### src/lsc_pkg.sv
package lsc_pkg;

  localparam int ACTION_W = 2;
  localparam int BLOCK_W  = 16;
  localparam int SLOT_W   = 3;

  typedef enum logic [ACTION_W-1:0] {
    ACT_ACCESS    = 2'd0,
    ACT_MARK      = 2'd1,
    ACT_FLUSH_ONE = 2'd2,
    ACT_FLUSH_ALL = 2'd3
  } action_t;

  typedef enum logic [1:0] {
    ST_FREE  = 2'd0,
    ST_FULL  = 2'd1,
    ST_DIRTY = 2'd2
  } status_t;

  typedef enum logic {
    S_IDLE,
    S_EXEC
  } state_t;

  // controller -> datapath
  typedef struct packed {
    logic capture;
    logic mark;
    logic access;
    logic flush;
  } cmd_t;

  // datapath -> controller
  typedef struct packed {
    action_t act;
    logic    dirty_found;
    logic    flush_last;
    logic    out_free;
  } sts_t;

endpackage

### src/lsc_if.sv
interface lsc_in_if import lsc_pkg::*; ();
  logic                valid;
  logic                ready;
  logic [ACTION_W-1:0] action;
  logic [BLOCK_W-1:0]  block_number;
  logic [SLOT_W-1:0]   slot_index;

  modport source (output valid, action, block_number, slot_index, input ready);
  modport sink   (input valid, action, block_number, slot_index, output ready);
endinterface

interface lsc_out_if import lsc_pkg::*; ();
  logic               valid;
  logic               ready;
  logic [SLOT_W-1:0]  slot;
  logic               hit;
  logic               write_back;
  logic [BLOCK_W-1:0] write_back_block;
  logic               last;

  modport source (output valid, slot, hit, write_back, write_back_block, last, input ready);
  modport sink   (input valid, slot, hit, write_back, write_back_block, last, output ready);
endinterface

### src/lru_slot_cache_core.sv
// Directory of a fully associative write-back cache with LRU replacement.
// Each request is latched on the accepting edge, then looked up in S_EXEC, where its result is registered.
// No new request is taken until the current one is done; flush all writes back one dirty slot per pass.
// A full result register that is not drained stalls the lookup cycle, and input acceptance with it.
// Reset (synchronous, rst_n low): all slots free, tags zero, rank = slot index, no result pending.
module lru_slot_cache_core import lsc_pkg::*; #(
  parameter int SLOTS    = 8,
  parameter int TAG_BITS = 16
) (
  input logic       clk,
  input logic       rst_n,
  lsc_in_if.sink    in_if,
  lsc_out_if.source out_if
);

  cmd_t cmd;    // per-cycle datapath commands from the sequencer
  sts_t sts;    // lookup status fed back to the sequencer
  logic in_ready;

  // Sequencer: latch in S_IDLE, then lookup/update in S_EXEC, one pass per result.
  lsc_ctrl u_ctrl (
    .clk      (clk),
    .rst_n    (rst_n),
    .in_valid (in_if.valid),
    .in_ready (in_ready),
    .sts      (sts),
    .cmd      (cmd)
  );

  assign in_if.ready = in_ready;

  // Tag/status/rank lanes with parallel compare, priority pick and result register.
  lsc_datapath #(
    .SLOTS    (SLOTS),
    .TAG_BITS (TAG_BITS)
  ) u_dp (
    .clk                  (clk),
    .rst_n                (rst_n),
    .cmd                  (cmd),
    .sts                  (sts),
    .in_action            (in_if.action),
    .in_block_number      (in_if.block_number),
    .in_slot_index        (in_if.slot_index),
    .out_valid            (out_if.valid),
    .out_ready            (out_if.ready),
    .out_slot             (out_if.slot),
    .out_hit              (out_if.hit),
    .out_write_back       (out_if.write_back),
    .out_write_back_block (out_if.write_back_block),
    .out_last             (out_if.last)
  );

endmodule

### src/lsc_ctrl.sv
module lsc_ctrl import lsc_pkg::*; (
  input  logic clk,
  input  logic rst_n,
  input  logic in_valid,
  output logic in_ready,
  input  sts_t sts,
  output cmd_t cmd
);

  state_t state_r, state_nxt;

  always_ff @(posedge clk) begin
    if (!rst_n) begin
      state_r <= S_IDLE;
    end else begin
      state_r <= state_nxt;
    end
  end

  always_comb begin
    state_nxt = state_r;
    cmd       = '0;
    in_ready  = 1'b0;
    case (state_r)
      S_IDLE: begin
        in_ready = 1'b1;
        if (in_valid) begin
          cmd.capture = 1'b1;
          state_nxt   = S_EXEC;
        end
      end
      S_EXEC: begin
        case (sts.act)
          ACT_MARK: begin
            cmd.mark  = 1'b1;
            state_nxt = S_IDLE;
          end
          ACT_ACCESS: begin
            if (sts.out_free) begin
              cmd.access = 1'b1;
              state_nxt  = S_IDLE;
            end
          end
          ACT_FLUSH_ONE, ACT_FLUSH_ALL: begin
            // flush all stays here, one write-back per pass
            if (!sts.dirty_found) begin
              state_nxt = S_IDLE;
            end else if (sts.out_free) begin
              cmd.flush = 1'b1;
              if (sts.flush_last) begin
                state_nxt = S_IDLE;
              end
            end
          end
          default: state_nxt = S_IDLE;
        endcase
      end
      default: state_nxt = S_IDLE;
    endcase
  end

endmodule

### src/lsc_datapath.sv
module lsc_datapath import lsc_pkg::*; #(
  parameter int SLOTS    = 8,
  parameter int TAG_BITS = 16
) (
  input  logic               clk,
  input  logic               rst_n,
  input  cmd_t               cmd,
  output sts_t               sts,
  input  logic [ACTION_W-1:0] in_action,
  input  logic [BLOCK_W-1:0] in_block_number,
  input  logic [SLOT_W-1:0]  in_slot_index,
  output logic               out_valid,
  input  logic               out_ready,
  output logic [SLOT_W-1:0]  out_slot,
  output logic               out_hit,
  output logic               out_write_back,
  output logic [BLOCK_W-1:0] out_write_back_block,
  output logic               out_last
);

  localparam int IDX_W = $clog2(SLOTS);
  localparam logic [SLOTS-1:0]  ONE_V    = SLOTS'(1);
  localparam logic [SLOTS-1:0]  TOP_V    = ONE_V << (SLOTS - 1);
  localparam logic [IDX_W-1:0]  LRU_RANK = IDX_W'(SLOTS - 1);

  // latched transaction
  action_t             act_r;
  logic [TAG_BITS-1:0] blk_r;
  logic [SLOT_W-1:0]   cur_r;

  // directory
  logic [TAG_BITS-1:0] tag_r  [SLOTS];
  logic [TAG_BITS-1:0] tag_nxt[SLOTS];
  status_t             stat_r  [SLOTS];
  status_t             stat_nxt[SLOTS];
  logic [IDX_W-1:0]    rank_r  [SLOTS];
  logic [IDX_W-1:0]    rank_nxt[SLOTS];

  // result register
  logic               out_valid_r;
  logic [SLOT_W-1:0]  out_slot_r;
  logic               out_hit_r;
  logic               out_wb_r;
  logic [BLOCK_W-1:0] out_wbb_r;
  logic               out_last_r;

  logic [SLOTS-1:0] match_v, free_v, dirty_v, lru_v, mru_v, skip_v, cand_v;
  logic [SLOTS-1:0] hit_oh, free_oh, lru_oh, fl_oh, rest_v, sel_oh;
  logic             hit_any, free_any, flush_last, sel_dirty, emit;
  logic [IDX_W-1:0]    sel_idx, sel_rank;
  logic [TAG_BITS-1:0] sel_tag;

  always_comb begin
    for (int i = 0; i < SLOTS; i++) begin
      match_v[i] = (stat_r[i] != ST_FREE) && (tag_r[i] == blk_r);
      free_v[i]  = (stat_r[i] == ST_FREE);
      dirty_v[i] = (stat_r[i] == ST_DIRTY);
      lru_v[i]   = (rank_r[i] == LRU_RANK);
      mru_v[i]   = (rank_r[i] == '0);
      skip_v[i]  = (act_r == ACT_FLUSH_ONE) && (i == int'(cur_r));
    end
    cand_v = dirty_v & ~skip_v;
    // lowest set bit of each request vector
    hit_oh  = match_v & (~match_v + ONE_V);
    free_oh = free_v & (~free_v + ONE_V);
    lru_oh  = (lru_v == '0) ? TOP_V : (lru_v & (~lru_v + ONE_V));
    fl_oh   = cand_v & (~cand_v + ONE_V);
    rest_v  = cand_v & ~fl_oh;
    hit_any  = |match_v;
    free_any = |free_v;
    flush_last = (act_r == ACT_FLUSH_ONE) || (rest_v == '0);

    if (act_r == ACT_ACCESS) begin
      sel_oh = hit_any ? hit_oh : (free_any ? free_oh : lru_oh);
    end else begin
      sel_oh = fl_oh;
    end

    sel_idx   = '0;
    sel_rank  = '0;
    sel_tag   = '0;
    sel_dirty = 1'b0;
    for (int i = 0; i < SLOTS; i++) begin
      if (sel_oh[i]) begin
        sel_idx   = sel_idx | IDX_W'(i);
        sel_rank  = sel_rank | rank_r[i];
        sel_tag   = sel_tag | tag_r[i];
        sel_dirty = sel_dirty | dirty_v[i];
      end
    end
  end

  always_comb begin
    tag_nxt  = tag_r;
    stat_nxt = stat_r;
    rank_nxt = rank_r;
    for (int i = 0; i < SLOTS; i++) begin
      if (cmd.mark && (i == int'(cur_r))) begin
        stat_nxt[i] = ST_DIRTY;
      end
      if (cmd.access) begin
        // move selected slot to the front, age the ones ahead of it
        if (rank_r[i] < sel_rank) begin
          rank_nxt[i] = rank_r[i] + IDX_W'(1);
        end
        if (sel_oh[i]) begin
          rank_nxt[i] = '0;
          if (!hit_any) begin
            stat_nxt[i] = ST_FULL;
            tag_nxt[i]  = blk_r;
          end
        end
      end
      if (cmd.flush && sel_oh[i]) begin
        stat_nxt[i] = ST_FULL;
      end
    end
  end

  assign emit = cmd.access || cmd.flush;

  always_ff @(posedge clk) begin
    if (!rst_n) begin
      for (int i = 0; i < SLOTS; i++) begin
        tag_r[i]  <= '0;
        stat_r[i] <= ST_FREE;
        rank_r[i] <= IDX_W'(i);
      end
      out_valid_r <= 1'b0;
    end else begin
      tag_r  <= tag_nxt;
      stat_r <= stat_nxt;
      rank_r <= rank_nxt;
      if (emit) begin
        out_valid_r <= 1'b1;
      end else if (out_ready) begin
        out_valid_r <= 1'b0;
      end
    end
  end

  always_ff @(posedge clk) begin
    if (cmd.capture) begin
      act_r <= action_t'(in_action);
      blk_r <= TAG_BITS'(in_block_number);
      cur_r <= in_slot_index;
    end
    if (emit) begin
      out_slot_r <= SLOT_W'(sel_idx);
      out_hit_r  <= cmd.access && hit_any;
      out_wb_r   <= cmd.flush || (!hit_any && !free_any && sel_dirty);
      out_wbb_r  <= (cmd.flush || (!hit_any && !free_any && sel_dirty))
                    ? BLOCK_W'(sel_tag) : '0;
      out_last_r <= cmd.access || flush_last;
    end
  end

  assign sts.act         = act_r;
  assign sts.dirty_found = |cand_v;
  assign sts.flush_last  = flush_last;
  assign sts.out_free    = !out_valid_r || out_ready;

  assign out_valid            = out_valid_r;
  assign out_slot             = out_slot_r;
  assign out_hit              = out_hit_r;
  assign out_write_back       = out_wb_r;
  assign out_write_back_block = out_wbb_r;
  assign out_last             = out_last_r;

`ifndef SYNTHESIS
  a_lru_unique: assert property (@(posedge clk) disable iff (!rst_n) $onehot(lru_v))
    else $error("LRU rank not held by exactly one slot");
  a_mru_unique: assert property (@(posedge clk) disable iff (!rst_n) $onehot(mru_v))
    else $error("MRU rank not held by exactly one slot");
  a_no_overrun: assert property (@(posedge clk) disable iff (!rst_n)
    emit |-> (!out_valid_r || out_ready))
    else $error("result register overwritten while occupied");
  a_hit_clean: assert property (@(posedge clk) disable iff (!rst_n)
    (cmd.access && hit_any) |=> (out_valid_r && out_hit_r && !out_wb_r && out_last_r))
    else $error("hit produced a write-back");
`endif

endmodule

### src/flat_wrapper.sv
// flat-port wrapper written by rule: the top's interface ports become plain ports
module lru_slot_cache_core_flat import lsc_pkg::*;
#(
  parameter int SLOTS    = 8,
  parameter int TAG_BITS = 16
)
  (clk, rst_n, in_if_valid, in_if_action, in_if_block_number, in_if_slot_index, in_if_ready, out_if_valid, out_if_slot, out_if_hit, out_if_write_back, out_if_write_back_block, out_if_last, out_if_ready);
  lsc_in_if in_if_i ();
  lsc_out_if out_if_i ();
  input logic clk;
  input logic rst_n;
  input wire logic [$bits(in_if_i.valid)-1:0] in_if_valid;
  input wire logic [$bits(in_if_i.action)-1:0] in_if_action;
  input wire logic [$bits(in_if_i.block_number)-1:0] in_if_block_number;
  input wire logic [$bits(in_if_i.slot_index)-1:0] in_if_slot_index;
  output wire logic [$bits(in_if_i.ready)-1:0] in_if_ready;
  output wire logic [$bits(out_if_i.valid)-1:0] out_if_valid;
  output wire logic [$bits(out_if_i.slot)-1:0] out_if_slot;
  output wire logic [$bits(out_if_i.hit)-1:0] out_if_hit;
  output wire logic [$bits(out_if_i.write_back)-1:0] out_if_write_back;
  output wire logic [$bits(out_if_i.write_back_block)-1:0] out_if_write_back_block;
  output wire logic [$bits(out_if_i.last)-1:0] out_if_last;
  input wire logic [$bits(out_if_i.ready)-1:0] out_if_ready;
  assign in_if_i.valid = in_if_valid;
  assign in_if_i.action = in_if_action;
  assign in_if_i.block_number = in_if_block_number;
  assign in_if_i.slot_index = in_if_slot_index;
  assign in_if_ready = in_if_i.ready;
  assign out_if_valid = out_if_i.valid;
  assign out_if_slot = out_if_i.slot;
  assign out_if_hit = out_if_i.hit;
  assign out_if_write_back = out_if_i.write_back;
  assign out_if_write_back_block = out_if_i.write_back_block;
  assign out_if_last = out_if_i.last;
  assign out_if_i.ready = out_if_ready;
  lru_slot_cache_core #(.SLOTS(SLOTS), .TAG_BITS(TAG_BITS)) u_core (.clk(clk), .rst_n(rst_n), .in_if(in_if_i), .out_if(out_if_i));
endmodule
### config.mk
export PLATFORM = sky130hd
export DESIGN_NAME = lru_slot_cache_core_flat
export DESIGN_NICKNAME = d
export VERILOG_FILES = /design/src/lsc_pkg.sv /design/src/lsc_if.sv /design/src/lru_slot_cache_core.sv /design/src/lsc_ctrl.sv /design/src/lsc_datapath.sv /design/src/flat_wrapper.sv
export SDC_FILE = /design/constraint.sdc
export NUM_CORES = 1
export LEC_CHECK = 0
export ABC_AREA = 1
export BUFFER_PORTS_ARGS = -buffer_cell sky130_fd_sc_hd__buf_2
export CORE_MARGIN = 3
export CORE_UTILIZATION = 40
export DETAILED_ROUTE_END_ITERATION = 16
export PLACE_DENSITY_LB_ADDON = 0.15
export SLEW_MARGIN = 20
export SYNTH_ARGS = -nofsm -noshare
export SYNTH_HDL_FRONTEND = slang
export SYNTH_SLANG_ARGS = --single-unit
### constraint.sdc
create_clock -name clk -period 6.5 [get_ports clk]
set_input_delay 0.325 -clock clk [delete_from_list [all_inputs] [get_ports clk]]
set_output_delay 0.325 -clock clk [all_outputs]
set_load 0.02 [all_outputs]
==> results of run 1 <==
-- final cells by class --
cell class | instances | area, sq um | share of cell area (%)
Multi-Input combinational cell | 1462 | 6942 | 47.23
Sequential cell | 213 | 4695 | 31.94
Inverter | 251 | 942.2 | 6.410
Clock buffer | 36 | 772.0 | 5.252
Timing Repair Buffer | 90 | 618.1 | 4.205
Tap cell | 435 | 544.3 | 3.703
Clock inverter | 16 | 185.2 | 1.260
-- metal layers --
| layer | part of all wire [%] | wire, um |
|---|---|---|
| met1 | 46 | 22710 |
| met5 | 0 | 0 |
| met4 | 2.8 | 1362 |
| met3 | 7.2 | 3531 |
| met2 | 44 | 21390 |
-- state kept, by name (all words and copies together), names as in the netlist --
register / cells
u_core.u_dp.tag_r: 128
u_core.u_dp.rank_r: 24
u_core.u_dp.out_hit: 1
u_core.u_dp.out_write_back_block: 16
u_core.u_dp.stat_r: 16
u_core.u_dp.out_valid: 1
u_core.u_dp.act_r: 2
u_core.u_dp.blk_r: 16
u_core.u_dp.cur_r: 3
u_core.u_dp.out_last: 1
u_core.u_ctrl.state_r: 1
u_core.u_dp.out_write_back: 1
u_core.u_dp.out_slot: 3
-- metrics by stage --
step | setup WS, ns | util [%] | area (sq um) | hold slack [ns] | instances
2_1_floorplan | 2.343 | - | 13000 | 0.4239 | 2012
3_3_place_gp | 1.836 | 42.50 | 13520 | 0.4676 | 2429
3_5_place_dp | 1.756 | 42.50 | 13520 | 0.4740 | 2429
4_1_cts | 1.738 | 46.17 | 14680 | 0.04877 | 2502
5_1_grt | 1.358 | 46.22 | 14700 | 0.07176 | 2503
6_report | 1.775 | 46.22 | 14700 | 0.06621 | 2503
-- cell usage after synthesis (2+ instances only) --
cell,count
sky130_fd_sc_hd__a21boi_1,2
sky130_fd_sc_hd__a21oi_1,181
sky130_fd_sc_hd__a221oi_1,6
sky130_fd_sc_hd__and3b_1,2
sky130_fd_sc_hd__buf_1,2
sky130_fd_sc_hd__buf_2,19
sky130_fd_sc_hd__buf_4,14
sky130_fd_sc_hd__buf_6,5
sky130_fd_sc_hd__clkbuf_1,45
sky130_fd_sc_hd__clkinv_1,3
sky130_fd_sc_hd__dfxtp_1,170
sky130_fd_sc_hd__edfxtp_1,43
sky130_fd_sc_hd__ha_1,33
sky130_fd_sc_hd__inv_1,226
sky130_fd_sc_hd__inv_2,22
sky130_fd_sc_hd__nand2_1,607
sky130_fd_sc_hd__nand2_2,19
sky130_fd_sc_hd__nand2_4,3
sky130_fd_sc_hd__nand3_1,81
sky130_fd_sc_hd__nand3_2,4
sky130_fd_sc_hd__nand3b_1,10
sky130_fd_sc_hd__nand4_1,34
sky130_fd_sc_hd__nor2_1,221
sky130_fd_sc_hd__nor2_2,5
sky130_fd_sc_hd__nor2_4,4
sky130_fd_sc_hd__nor3_1,15
sky130_fd_sc_hd__nor3b_1,3
sky130_fd_sc_hd__nor4_1,4
sky130_fd_sc_hd__o2111ai_1,4
sky130_fd_sc_hd__o211ai_1,2
sky130_fd_sc_hd__o21ai_0,162
sky130_fd_sc_hd__o21ai_1,7
sky130_fd_sc_hd__o221ai_1,8
sky130_fd_sc_hd__o22ai_1,12
sky130_fd_sc_hd__or2_2,2
sky130_fd_sc_hd__xnor2_1,18
sky130_fd_sc_hd__xor2_1,2
-- what timing repair did --
item / 4_1_cts / 5_1_grt
setup endpoints to repair: 0 / 0
hold endpoints to repair: 21 / 0
hold buffers: 21 / 0
resized for setup: 0 / 0
-- worst reg2reg max path, cell delays in order (launching register included) --
cell,delay [ns]
sky130_fd_sc_hd__edfxtp_1,0.72
sky130_fd_sc_hd__inv_2,0.29
sky130_fd_sc_hd__nand2_1,0.17
sky130_fd_sc_hd__nand2_1,0.06
sky130_fd_sc_hd__nor2_1,0.08
sky130_fd_sc_hd__nand2_1,0.09
sky130_fd_sc_hd__nor2_1,0.19
sky130_fd_sc_hd__nand3_2,0.15
sky130_fd_sc_hd__nand2_2,0.14
sky130_fd_sc_hd__nor2_4,0.08
sky130_fd_sc_hd__nand3_1,0.07
sky130_fd_sc_hd__nand2_1,0.05
sky130_fd_sc_hd__nand2_1,0.07
sky130_fd_sc_hd__nand2_2,0.22
sky130_fd_sc_hd__inv_2,0.38
sky130_fd_sc_hd__o22ai_1,0.16
sky130_fd_sc_hd__a2111oi_2,0.61
sky130_fd_sc_hd__buf_4,0.25
sky130_fd_sc_hd__ha_1,0.24
sky130_fd_sc_hd__nand2_1,0.07
sky130_fd_sc_hd__inv_1,0.04
sky130_fd_sc_hd__nand2_1,0.05
sky130_fd_sc_hd__nand2_1,0.04
sky130_fd_sc_hd__nand2_1,0.09
sky130_fd_sc_hd__nand2_2,0.09
sky130_fd_sc_hd__nand2_1,0.07
sky130_fd_sc_hd__nand3_1,0.06
-- worst max-delay path by stage --
stage,end,slack [ns],from,cells past startpoint
floorplan,u_core.u_dp.rank_r[4]$_SDFFE_PN1P_,2.34,u_core.u_dp.blk_r[14]$_DFFE_PP_,24
global placement,u_core.u_dp.rank_r[10]$_SDFFE_PN0P_,1.84,u_core.u_dp.blk_r[6]$_DFFE_PP_,27
detailed placement,u_core.u_dp.rank_r[10]$_SDFFE_PN0P_,1.76,u_core.u_dp.blk_r[6]$_DFFE_PP_,27
CTS,u_core.u_dp.rank_r[18]$_SDFFE_PN1P_,1.74,u_core.u_dp.blk_r[6]$_DFFE_PP_,26
global route,u_core.u_dp.rank_r[10]$_SDFFE_PN0P_,1.36,u_core.u_dp.blk_r[3]$_DFFE_PP_,25
finish,u_core.u_dp.rank_r[18]$_SDFFE_PN1P_,1.78,u_core.u_dp.blk_r[6]$_DFFE_PP_,26
-- kinds of logic after synthesis --
group                    after synthesis  synth area share (%)
XOR/XNOR                              20                 1.347
AO/OA/AOI/OAI                        389                 15.85
buffers and inverters                337                 10.61
AND/OR/NAND/NOR                     1019                 32.83
flip-flops                           213                 36.11
adder cells (fa/ha/maj)               34                 3.253
-- power groups by stage --
stage          Sequential (mW)  Combinational (mW)  Clock, mW
2_1_floorplan             1.41               0.237          0
3_3_place_gp              1.43               0.336          0
3_5_place_dp              1.43               0.338          0
4_1_cts                   1.40               0.348       1.64
5_1_grt                   1.40               0.393       1.70
6_report                  1.40               0.353       1.62
==> flow_metrics.env, run 1 <==
export IMPL_run_status="finished, final reports clean"
export IMPL_worst_r2r_setup_slack_ns=1.78
export IMPL_cts_reportedPaths_clkPinSlew_ns=0.06
export IMPL_cts_h_tree_depth=1
export IMPL_worst_hold_path_num_cells=3
export IMPL_criticalPathCategory="flop to flop"
export IMPL_slowest_stage="sky130_fd_sc_hd__edfxtp_1"
export IMPL_mappedNetlistNets=2070
export IMPL_fin_skew_ns=0.01615
export IMPL_start_util_pct=40.89
export IMPL_hold_ep="u_core.u_ctrl.state_r$_SDFF_PN0_"
export IMPL_synth_top_area_share_pct=26.18
export IMPL_floorplan_die_height_um=186.3
export IMPL_grt_total_usage_pct=28.02
export IMPL_maxSlewHeadroom_pct=25.68
export IMPL_detailedPlacementHpwl_um=36180
export IMPL_gp_congestion=0.9924
export IMPL_critical_path_top_delay_family="simple AND/OR/NAND/NOR gates"
export IMPL_tritoncts_num_sinks=213
export IMPL_crit_reg2reg_capture="u_core.u_dp.rank_r[18]$_SDFFE_PN1P_"
export IMPL_met1_usage_in_global_routing_pct=40.67
export IMPL_layout_commonest_cell="sky130_fd_sc_hd__nand2_1"
export IMPL_drt_drc_violations_left=0
export IMPL_layout_filler_cells=3344
export IMPL_synth_warnings=0
export IMPL_die_width_um=186.3
export IMPL_synth_cell_area_sq_um=13000
export IMPL_cts_root_to_sink_buffers=3
export IMPL_power_report_internal_total_mw=2.470
export IMPL_io_buffer_count=48
export IMPL_power_static_leakage_nw=6.373
export IMPL_cp_num_buf_inv=4
export IMPL_max_stage_delay_ns=0.72
export IMPL_tritoncts_clock_tree="built"
export IMPL_pwrdens_nw_per_um2=229.5
export IMPL_postSynthCellCount=2012
export IMPL_antenna_left=0
export IMPL_synth_main_ff_cell="sky130_fd_sc_hd__dfxtp_1"
export IMPL_post_route_cells_drive_above_1_share_pct=8.752
export IMPL_postCtsSetupRepairBufs=0
export IMPL_wirelength_um=49000
export IMPL_hold_start="in_if_valid"
export IMPL_io_pin_count=49
export IMPL_num_rows=65
export IMPL_switching_power_mw=0.9030
export IMPL_clkLatencyLatePin_ns=0.56
export IMPL_gr_max_usage_layer="met2"
export IMPL_initialDrtViolationCount=1578
export IMPL_post_route_min_period_ns=4.725
export IMPL_grt_met3_usage_pct=2.995
export IMPL_p_comb_share_pct=10.5
export IMPL_final_period_util_pct=72.69
export IMPL_async_reset_ff_share_pct=0
export IMPL_p_sw_share_pct=26.77
export IMPL_most_frequent_cell_on_critical_path="sky130_fd_sc_hd__nand2_1"
export IMPL_timing_fmax_mhz=211.6
export IMPL_total_power_mw=3.373
export IMPL_tightest_slew_ns=1.112
export IMPL_synth_largest_area_cell="sky130_fd_sc_hd__dfxtp_1"
export IMPL_areaGrowthSynthToFinish_pct=13.05
export IMPL_number_of_enable_flip_flop_cells_after_synthesis=43
export IMPL_synthesis_area_per_instance_sq_um=6.462
export IMPL_pins_over_slew_limit=0
export IMPL_final_setup_viol_count=0
export IMPL_nNetsFinal=2104
export IMPL_final_cell_mix="sky130_fd_sc_hd__nand2_1 (607), sky130_fd_sc_hd__inv_1 (226), sky130_fd_sc_hd__nor2_1 (219)"
export IMPL_power_share_clock_pct=48.1
export IMPL_die_area_sq_um=34700
export IMPL_avgViaCountPerCell=5.319
export IMPL_synth_yosys_seq_area_share_pct=36.11
export IMPL_ir_worst_vdd_mv=0.2597
export IMPL_detailroute_via_count=13313
export IMPL_cap_viol_max_count=0
export IMPL_biggest_fanout_along_the_worst_timing_path=15
export IMPL_cp_start_kind="flop"
export IMPL_core_area_sq_um=31800
export IMPL_critical_path_reg2reg_startpoint="u_core.u_dp.blk_r[6]$_DFFE_PP_"
export IMPL_worst_ep_required_time_ns=6.89
export IMPL_worstSetupEndpointType="flop"
export IMPL_power_sequential_fraction_pct=41.5
export IMPL_timing_final_hold_violations=0
export IMPL_pin_count_of_the_biggest_net_entering_global_routing=104
export IMPL_first_pass_iters=5
export IMPL_overflow=0
export IMPL_grt_setup_unrepaired="false"
export IMPL_clock_tree_root_cell="sky130_fd_sc_hd__clkbuf_16"
export IMPL_min_path_type="input pin to flop"
export IMPL_antenna_found_initial=0
export IMPL_synth_seq_cells=213
export IMPL_critical_path_arrival_ns=5.11
export IMPL_groute_layer_met2_usage_pct=44.21
export IMPL_post_synth_main_area_contributors="sky130_fd_sc_hd__dfxtp_1 (26%), sky130_fd_sc_hd__nand2_1 (18%), sky130_fd_sc_hd__edfxtp_1 (9.9%), sky130_fd_sc_hd__a21oi_1 (7.0%), sky130_fd_sc_hd__inv_1 (6.5%)"
export IMPL_setup_tns_final_ns=0
export IMPL_antennaDiodeCount=0
export IMPL_routed_wire_length_per_instance_um=19.58
export IMPL_global_route_wire_length_before_repair_um=74210
export IMPL_synth_cell_types=49
export IMPL_first_global_vias=12370
export IMPL_r2r_worst_path_cells=26
export IMPL_cts_made_buffers=28
Note: power is estimated with default switching activity, not from simulation.
==> inputs of run 2 (changes only) <==
Settings changed: ABC_AREA 1 to 0.
Clock period 6.5 ns to 4.95 ns, I/O delays scaled along.
==> run 2 against run 1 <==
First-iteration DRC count down 23%. Synthesized cell count fell by 34%. Clock skew is 0.0015 ns lower. Total power is 18% higher. Clock power grew 14%. Fmax up 0.74%. Critical path type unchanged. Highest routed layer unchanged. Sequential cell count unchanged. Setup slack lost 1.5 ns. Sequential power increased by 30%.
==> flow_metrics.env, run 2 <==
export IMPL_run_status="finished, final reports clean"
export IMPL_min_path_type="input pin to flop"
export IMPL_timing_final_hold_violations=0
export IMPL_post_synthesis_compound_gate_area_fraction_pct=16.87
export IMPL_number_of_flip_flops_in_the_largest_register=128
export IMPL_synthesis_area_per_instance_sq_um=8.790
export IMPL_final_period_util_pct=94.75
export IMPL_synth_cell_types=69
export IMPL_global_route_wire_length_before_repair_um=57130
export IMPL_synth_xor_xnor_area_share_pct=9.626
export IMPL_p_sw_share_pct=24.14
export IMPL_io_pin_count=49
export IMPL_tritoncts_clock_tree="built"
export IMPL_antenna_found_initial=0
export IMPL_core_area_sq_um=28240
export IMPL_synth_warnings=0
export IMPL_routed_wire_length_per_instance_um=20.70
export IMPL_worst_ep_required_time_ns=5.40
export IMPL_cp_cell_sequence="xor2_1 > nor4_1 > buf_4 > nand4bb_1 > or2_0 > a21boi_0 > nand2_1 > o21ai_2 > a222oi_1 > nand2_1 > a221oi_2 > buf_4 > ha_1 > o21a_1 > nor2_1 > o21ai_0 > a21boi_1 > or3b_1 > a21oi_1"
export IMPL_crit_path_start="u_core.u_dp.blk_r[11]$_DFFE_PP_"
export IMPL_cts_made_buffers=25
export IMPL_cts_reportedPaths_clkPinSlew_ns=0.06
export IMPL_layout_commonest_cell="sky130_fd_sc_hd__nand2_1"
export IMPL_register_ranked_first_by_flip_flop_count="u_core.u_dp.tag_r"
export IMPL_number_of_enable_flip_flop_cells_after_synthesis=43
export IMPL_detailroute_via_count=10350
export IMPL_post_place_setup_slack_ns=0.1722
export IMPL_power_sequential_fraction_pct=45.7
export IMPL_initialDrtViolationCount=1213
export IMPL_cap_viol_max_count=0
export IMPL_clock_tree_root_cell="sky130_fd_sc_hd__clkbuf_16"
export IMPL_switching_power_mw=0.9590
export IMPL_num_rows=61
export IMPL_gp_congestion=0.9455
export IMPL_cts_root_to_sink_buffers=3
export IMPL_post_route_cells_drive_above_1_share_pct=13.81
export IMPL_clkLatencyLatePin_ns=0.54
export IMPL_wirelength_um=37370
export IMPL_finish_instance_area_sq_um=13710
export IMPL_pin_count_of_the_biggest_net_entering_global_routing=113
export IMPL_post_synth_main_area_contributors="sky130_fd_sc_hd__dfxtp_1 (29%), sky130_fd_sc_hd__edfxtp_1 (11%), sky130_fd_sc_hd__nand2_1 (5.7%), sky130_fd_sc_hd__mux2i_1 (5.6%), sky130_fd_sc_hd__xnor2_1 (5.0%)"
export IMPL_place_area_sq_um=12480
export IMPL_synth_cell_area_sq_um=11650
export IMPL_critical_path_reg2reg_startpoint="u_core.u_dp.blk_r[11]$_DFFE_PP_"
export IMPL_io_buffer_count=48
export IMPL_antennaDiodeCount=0
export IMPL_synth_seq_cells=213
export IMPL_post_synth_most_frequent_cells="sky130_fd_sc_hd__nand2_1 (178), sky130_fd_sc_hd__dfxtp_1 (170), sky130_fd_sc_hd__nor2_1 (116)"
export IMPL_detailedPlacementHpwl_um=26310
export IMPL_nNetsFinal=1466
export IMPL_slowest_stage="sky130_fd_sc_hd__edfxtp_1"
export IMPL_start_util_pct=41.24
export IMPL_mappedNetlistNets=1383
export IMPL_criticalPathCategory="flop to flop"
export IMPL_cts_h_tree_depth=1
export IMPL_timing_hold_ws_ns=0.07819
export IMPL_power_share_clock_pct=46.4
export IMPL_p_comb_share_pct=7.8
export IMPL_fin_skew_ns=0.01461
export IMPL_floorplan_die_height_um=176.6
export IMPL_first_global_vias=9515
export IMPL_power_static_leakage_nw=4.935
export IMPL_hold_start="out_if_ready"
export IMPL_cp_start_kind="flop"
export IMPL_die_width_um=176.6
export IMPL_postSynthCellCount=1325
export IMPL_main_combinational_cell_family_by_area_after_synthesis="simple AND/OR/NAND/NOR gates"
export IMPL_pins_over_slew_limit=0
export IMPL_timing_fmax_mhz=213.2
export IMPL_power_report_internal_total_mw=3.014
export IMPL_post_route_min_period_ns=4.690
export IMPL_max_stage_delay_ns=0.56
export IMPL_worstSetupEndpointType="flop"
export IMPL_synth_largest_area_cell="sky130_fd_sc_hd__dfxtp_1"
export IMPL_maxSlewHeadroom_pct=31.50
export IMPL_biggest_fanout_along_the_worst_timing_path=8
export IMPL_synthMostInstantiatedCell="sky130_fd_sc_hd__nand2_1"
export IMPL_final_setup_viol_count=0
export IMPL_setup_tns_final_ns=0
export IMPL_antenna_left=0
export IMPL_first_pass_iters=8
export IMPL_grt_total_usage_pct=23.28
export IMPL_avgViaCountPerCell=5.734
export IMPL_synth_main_ff_cell="sky130_fd_sc_hd__dfxtp_1"
export IMPL_synth_top_area_share_pct=29.22
export IMPL_overflow=0
export IMPL_die_area_sq_um=31200
export IMPL_utilization_pct=48.54
export IMPL_tritoncts_num_sinks=213
export IMPL_ir_worst_vdd_mv=0.2674
export IMPL_post_synth_and_or_nand_nor_area_fraction_pct=19.75
export IMPL_pwrdens_nw_per_um2=289.9
export IMPL_final_cell_mix="sky130_fd_sc_hd__nand2_1 (178), sky130_fd_sc_hd__dfxtp_1 (170), sky130_fd_sc_hd__nor2_1 (116)"
export IMPL_critical_path_arrival_ns=5.14
export IMPL_post_synth_fa_ha_maj_area_fraction_pct=3.545
export IMPL_muxShareOfSynthArea_pct=5.683
export IMPL_largest_registers="u_core.u_dp.tag_r x128, u_core.u_dp.rank_r x24"
export IMPL_setup_ws_ns=0.2598
export IMPL_areaGrowthSynthToFinish_pct=17.69
export IMPL_drt_drc_violations_left=0
export IMPL_async_reset_ff_share_pct=0
export IMPL_tightest_slew_ns=1.028
export IMPL_synth_yosys_seq_area_share_pct=40.31
run 2: changes by cell type after synthesis, sizes merged, moves of 15 or more:
cell    previous run  this run
inv              248        16
nand2b             1        16
mux2i              0        65
nor2             230       116
a21oi            181       118
xor2               2        61
nand2            629       178
nand3             85        25
and2               2        21
a22oi              0        21
xnor2             18        67
a222oi             0        36
o21ai            169        45
run 2: stage by stage:
| step | power, mW | cells |
|---|---|---|
| floorplan | 2.030 | 1325 |
| global placement | 2.132 | 1719 |
| detailed placement | 2.132 | 1719 |
| CTS | 3.997 | 1787 |
| global route | 4.104 | 1805 |
| finish | 3.973 | 1805 |
run 2: per-layer routing:
metal | vias to the layer above | wire [um] | track usage [%]
met5 | - | 0 | 0
met4 | 0 | 880 | 5.532
met3 | 54 | 2673 | 3.303
met2 | 384 | 16260 | 35.17
met1 | 4992 | 17550 | 35.08
li1 | 4920 | - | -
run 2: logic make-up (layout without fill, tap and decap cells):
group / count (synthesis) / count (layout)
xor+xnor: 128 / 128
mux: 66 / 66
fa+ha+maj: 33 / 33
compound gates: 295 / 295
buf+inv: 113 / 215
flops: 213 / 213
simple gates: 477 / 477
run 2: power by group through the flow:
| stage | clock network [mW] | registers, mW | logic, mW |
|---|---|---|---|
| 4_1_cts | 1.89 | 1.82 | 0.287 |
| 3_5_place_dp | 0 | 1.86 | 0.272 |
| 3_3_place_gp | 0 | 1.86 | 0.273 |
| 2_1_floorplan | 0 | 1.84 | 0.185 |
| 5_1_grt | 1.95 | 1.82 | 0.334 |
| 6_report | 1.85 | 1.82 | 0.312 |
run 2: what timing repair did:
action,4_1_cts,5_1_grt
resized for setup,0,6
setup endpoints to repair,0,11
hold buffers,22,0
buffers inserted,0,18
endpoints found under the hold margin,22,0
run 2: final timing paths:
| path | end | slack [ns] | cells past startpoint |
|---|---|---|---|
| worst min-delay path | u_core.u_dp.out_valid$_SDFFE_PN0P_ | 0.08 | 3 |
| worst min register to register | u_core.u_dp.tag_r[71]$_SDFFE_PN0P_ | 0.48 | 2 |
| worst max-delay path | u_core.u_dp.rank_r[14]$_SDFFE_PN0P_ | 0.26 | 19 |
| worst max register to register | u_core.u_dp.rank_r[14]$_SDFFE_PN0P_ | 0.26 | 19 |
run 2: critical path: cells and delay by family (launching register included):
kind	cells	cell delay, ns
AND/OR/NAND/NOR	7	1.61
AO/OA/AOI/OAI	8	1.57
flip-flops	1	0.56
buffers and inverters	2	0.37
XOR/XNOR	1	0.25
adder cells (fa/ha/maj)	1	0.23
run 2: layout make-up:
| cell class | count | area, sq um |
|---|---|---|
| clock buffer | 32 | 661.9 |
| clock inverter | 14 | 150.1 |
| timing repair buffer | 153 | 1134 |
| sequential | 213 | 4695 |
| multi-input combinational | 999 | 6531 |
| fill | 2753 | 14530 |
| inverter | 16 | 62.56 |
| tap | 378 | 473.0 |
==> inputs of run 3 (changes only) <==
==> constraint.sdc (replaced) <==
create_clock -name clk -period 4.95 [get_ports clk]
set_input_delay 0.495 -clock clk [delete_from_list [all_inputs] [get_ports clk]]
set_output_delay 0.495 -clock clk [all_outputs]
set_load 0.02 [all_outputs]
==> run 3 against run 2 <==
Non-clock buffer count shrank 29. Via count fell by 1.6%. Sequential cell count is the same. First-iteration DRC count up 0.58%. Die area did not move. Cell count fell by 1.6%. Count of clock-buffer cells in the layout did not move. Critical path type unchanged.
==> flow_metrics.env, run 3 (same netlist as run 2, synthesis figures left out) <==
export IMPL_pin_count_of_the_biggest_net_entering_global_routing=112
export IMPL_setup_tns_final_ns=0
export IMPL_cts_reportedPaths_clkPinSlew_ns=0.06
export IMPL_ir_worst_vdd_mv=0.2897
export IMPL_tritoncts_num_sinks=213
export IMPL_start_util_pct=41.24
export IMPL_cts_root_to_sink_buffers=3
export IMPL_drt_drc_violations_left=0
export IMPL_cap_viol_max_count=0
export IMPL_first_global_vias=9535
export IMPL_gp_congestion=0.9229
export IMPL_pins_over_slew_limit=0
export IMPL_power_static_leakage_nw=4.806
export IMPL_register_ranked_first_by_flip_flop_count="u_core.u_dp.tag_r"
export IMPL_cts_made_buffers=25
export IMPL_avgViaCountPerCell=5.737
export IMPL_min_path_type="input pin to flop"
export IMPL_nNetsFinal=1437
export IMPL_antenna_left=0
export IMPL_layout_filler_cells=2807
export IMPL_detailroute_via_count=10189
export IMPL_utilization_pct=47.68
export IMPL_setup_ws_ns=0.3094
export IMPL_timing_final_hold_violations=0
export IMPL_final_setup_viol_count=0
export IMPL_cp_start_kind="flop"
export IMPL_tightest_slew_ns=1.041
export IMPL_post_route_cells_drive_above_1_share_pct=13.52
export IMPL_antennaDiodeCount=0
export IMPL_worst_ep_required_time_ns=5.41
export IMPL_first_pass_iters=6
export IMPL_layout_commonest_cell="sky130_fd_sc_hd__nand2_1"
export IMPL_detailedPlacementHpwl_um=26510
export IMPL_post_route_min_period_ns=4.641
export IMPL_antenna_found_initial=0
export IMPL_io_buffer_count=48
export IMPL_biggest_fanout_along_the_worst_timing_path=9
export IMPL_overflow=0
export IMPL_die_area_sq_um=31200
export IMPL_tritoncts_clock_tree="built"
export IMPL_clock_tree_root_cell="sky130_fd_sc_hd__clkbuf_16"
export IMPL_fin_skew_ns=0.01705
export IMPL_critical_path_arrival_ns=5.11
export IMPL_global_route_wire_length_before_repair_um=57730
export IMPL_cts_h_tree_depth=1
export IMPL_run_status="finished, final reports clean"
export IMPL_met3_length_um=2718
export IMPL_areaGrowthSynthToFinish_pct=15.61
export IMPL_final_period_util_pct=93.75
export IMPL_routed_wire_length_per_instance_um=21.14
export IMPL_grt_total_usage_pct=23.70
export IMPL_die_width_um=176.6
export IMPL_total_power_mw=4.025
export IMPL_pwrdens_nw_per_um2=298.9
export IMPL_initialDrtViolationCount=1220
export IMPL_timing_fmax_mhz=215.5
export IMPL_wirelength_um=37550
export IMPL_wl_met2_um=16020
export IMPL_clkLatencyLatePin_ns=0.55
export IMPL_criticalPathCategory="flop to flop"
export IMPL_maxSlewHeadroom_pct=30.50
export IMPL_top_layer_used="met4"
export IMPL_floorplan_die_height_um=176.6
export IMPL_io_pin_count=49
export IMPL_worstSetupEndpointType="flop"
export IMPL_post_place_setup_slack_ns=0.2487
export IMPL_detail_route_wirelength_met1_um=17760
export IMPL_num_rows=61
export IMPL_core_area_sq_um=28240
export IMPL_largest_registers="u_core.u_dp.tag_r x128, u_core.u_dp.rank_r x24"
export IMPL_final_cell_mix="sky130_fd_sc_hd__nand2_1 (178), sky130_fd_sc_hd__dfxtp_1 (170), sky130_fd_sc_hd__nor2_1 (116)"
export IMPL_number_of_flip_flops_in_the_largest_register=128
run 3: cell types whose count changed in the layout (fill, tap and decap cells not counted), moves of 2 or more:
cell / change
sky130_fd_sc_hd__buf_12: -2
sky130_fd_sc_hd__buf_4: -5
sky130_fd_sc_hd__clkinv_1: +4
sky130_fd_sc_hd__clkinv_2: -4
sky130_fd_sc_hd__dlygate4sd3_1: -22
sky130_fd_sc_hd__nor4_1: -2
sky130_fd_sc_hd__xnor2_1: +2
sky130_fd_sc_hd__xnor2_2: -2
run 3: cell type report:
cell class              instances  area [sq um]  area share [%]
well taps                     378         473.0           3.513
inverters                      16         62.56          0.4646
repair buffers                124         835.8           6.208
multi-input cells             999          6553           48.67
clock buffers                  32         661.9           4.916
flip-flops and latches        213          4695           34.87
clock inverters                14         183.9           1.366
run 3: final timing paths:
kind,start,cells past startpoint,end,slack [ns]
setup / recovery,u_core.u_dp.blk_r[15]$_DFFE_PP_,19,u_core.u_dp.rank_r[14]$_SDFFE_PN0P_,0.31
setup reg to reg,u_core.u_dp.blk_r[15]$_DFFE_PP_,19,u_core.u_dp.rank_r[14]$_SDFFE_PN0P_,0.31
hold reg to reg,u_core.u_dp.tag_r[71]$_SDFFE_PN0P_,2,u_core.u_dp.tag_r[71]$_SDFFE_PN0P_,0.48
hold / removal,in_if_block_number[12],1,u_core.u_dp.blk_r[12]$_DFFE_PP_,0.13
run 3: timing repair:
item | CTS | global route
hold buffers | 0 | 0
endpoints found under the setup margin | 0 | 12
buffers inserted | 0 | 12
resized for setup | 0 | 9
run 3: routing by layer:
layer	global-route usage, %	vias to the layer above
li1	-	4866
met1	35.72	4875
met2	35.34	383
met3	3.303	65
met4	6.579	0
met5	0	-
run 3: power breakdown:
part | leakage (nW) | internal [mW] | switching (mW) | total (mW)
Clock | 0.408 | 1.16 | 0.758 | 1.92
Combinational | 2.65 | 0.106 | 0.187 | 0.293
Sequential | 1.75 | 1.79 | 0.0246 | 1.82
run 3: critical path: stages (launching register included):
cell	delay [ns]
sky130_fd_sc_hd__edfxtp_1	0.56
sky130_fd_sc_hd__buf_4	0.26
sky130_fd_sc_hd__xor2_1	0.18
sky130_fd_sc_hd__nor4_1	0.37
sky130_fd_sc_hd__nand2_1	0.10
sky130_fd_sc_hd__nand4bb_1	0.32
sky130_fd_sc_hd__nand4_1	0.29
sky130_fd_sc_hd__or3_1	0.17
sky130_fd_sc_hd__a21oi_2	0.09
sky130_fd_sc_hd__a222oi_1	0.35
sky130_fd_sc_hd__nand2_1	0.11
sky130_fd_sc_hd__a221oi_2	0.22
sky130_fd_sc_hd__buf_4	0.21
sky130_fd_sc_hd__ha_1	0.24
sky130_fd_sc_hd__o21a_1	0.19
sky130_fd_sc_hd__nor2_1	0.07
sky130_fd_sc_hd__o21ai_0	0.11
sky130_fd_sc_hd__a21boi_0	0.19
sky130_fd_sc_hd__or3b_1	0.42
sky130_fd_sc_hd__a21oi_1	0.13
run 3: stage by stage:
step	hold slack (ns)	cells	instance area (sq um)
2_1_floorplan	0.4602	1325	11650
3_3_place_gp	0.4693	1718	12470
3_5_place_dp	0.4760	1718	12470
4_1_cts	0.1056	1764	13320
5_1_grt	0.1125	1776	13460
6_report	0.1281	1776	13460
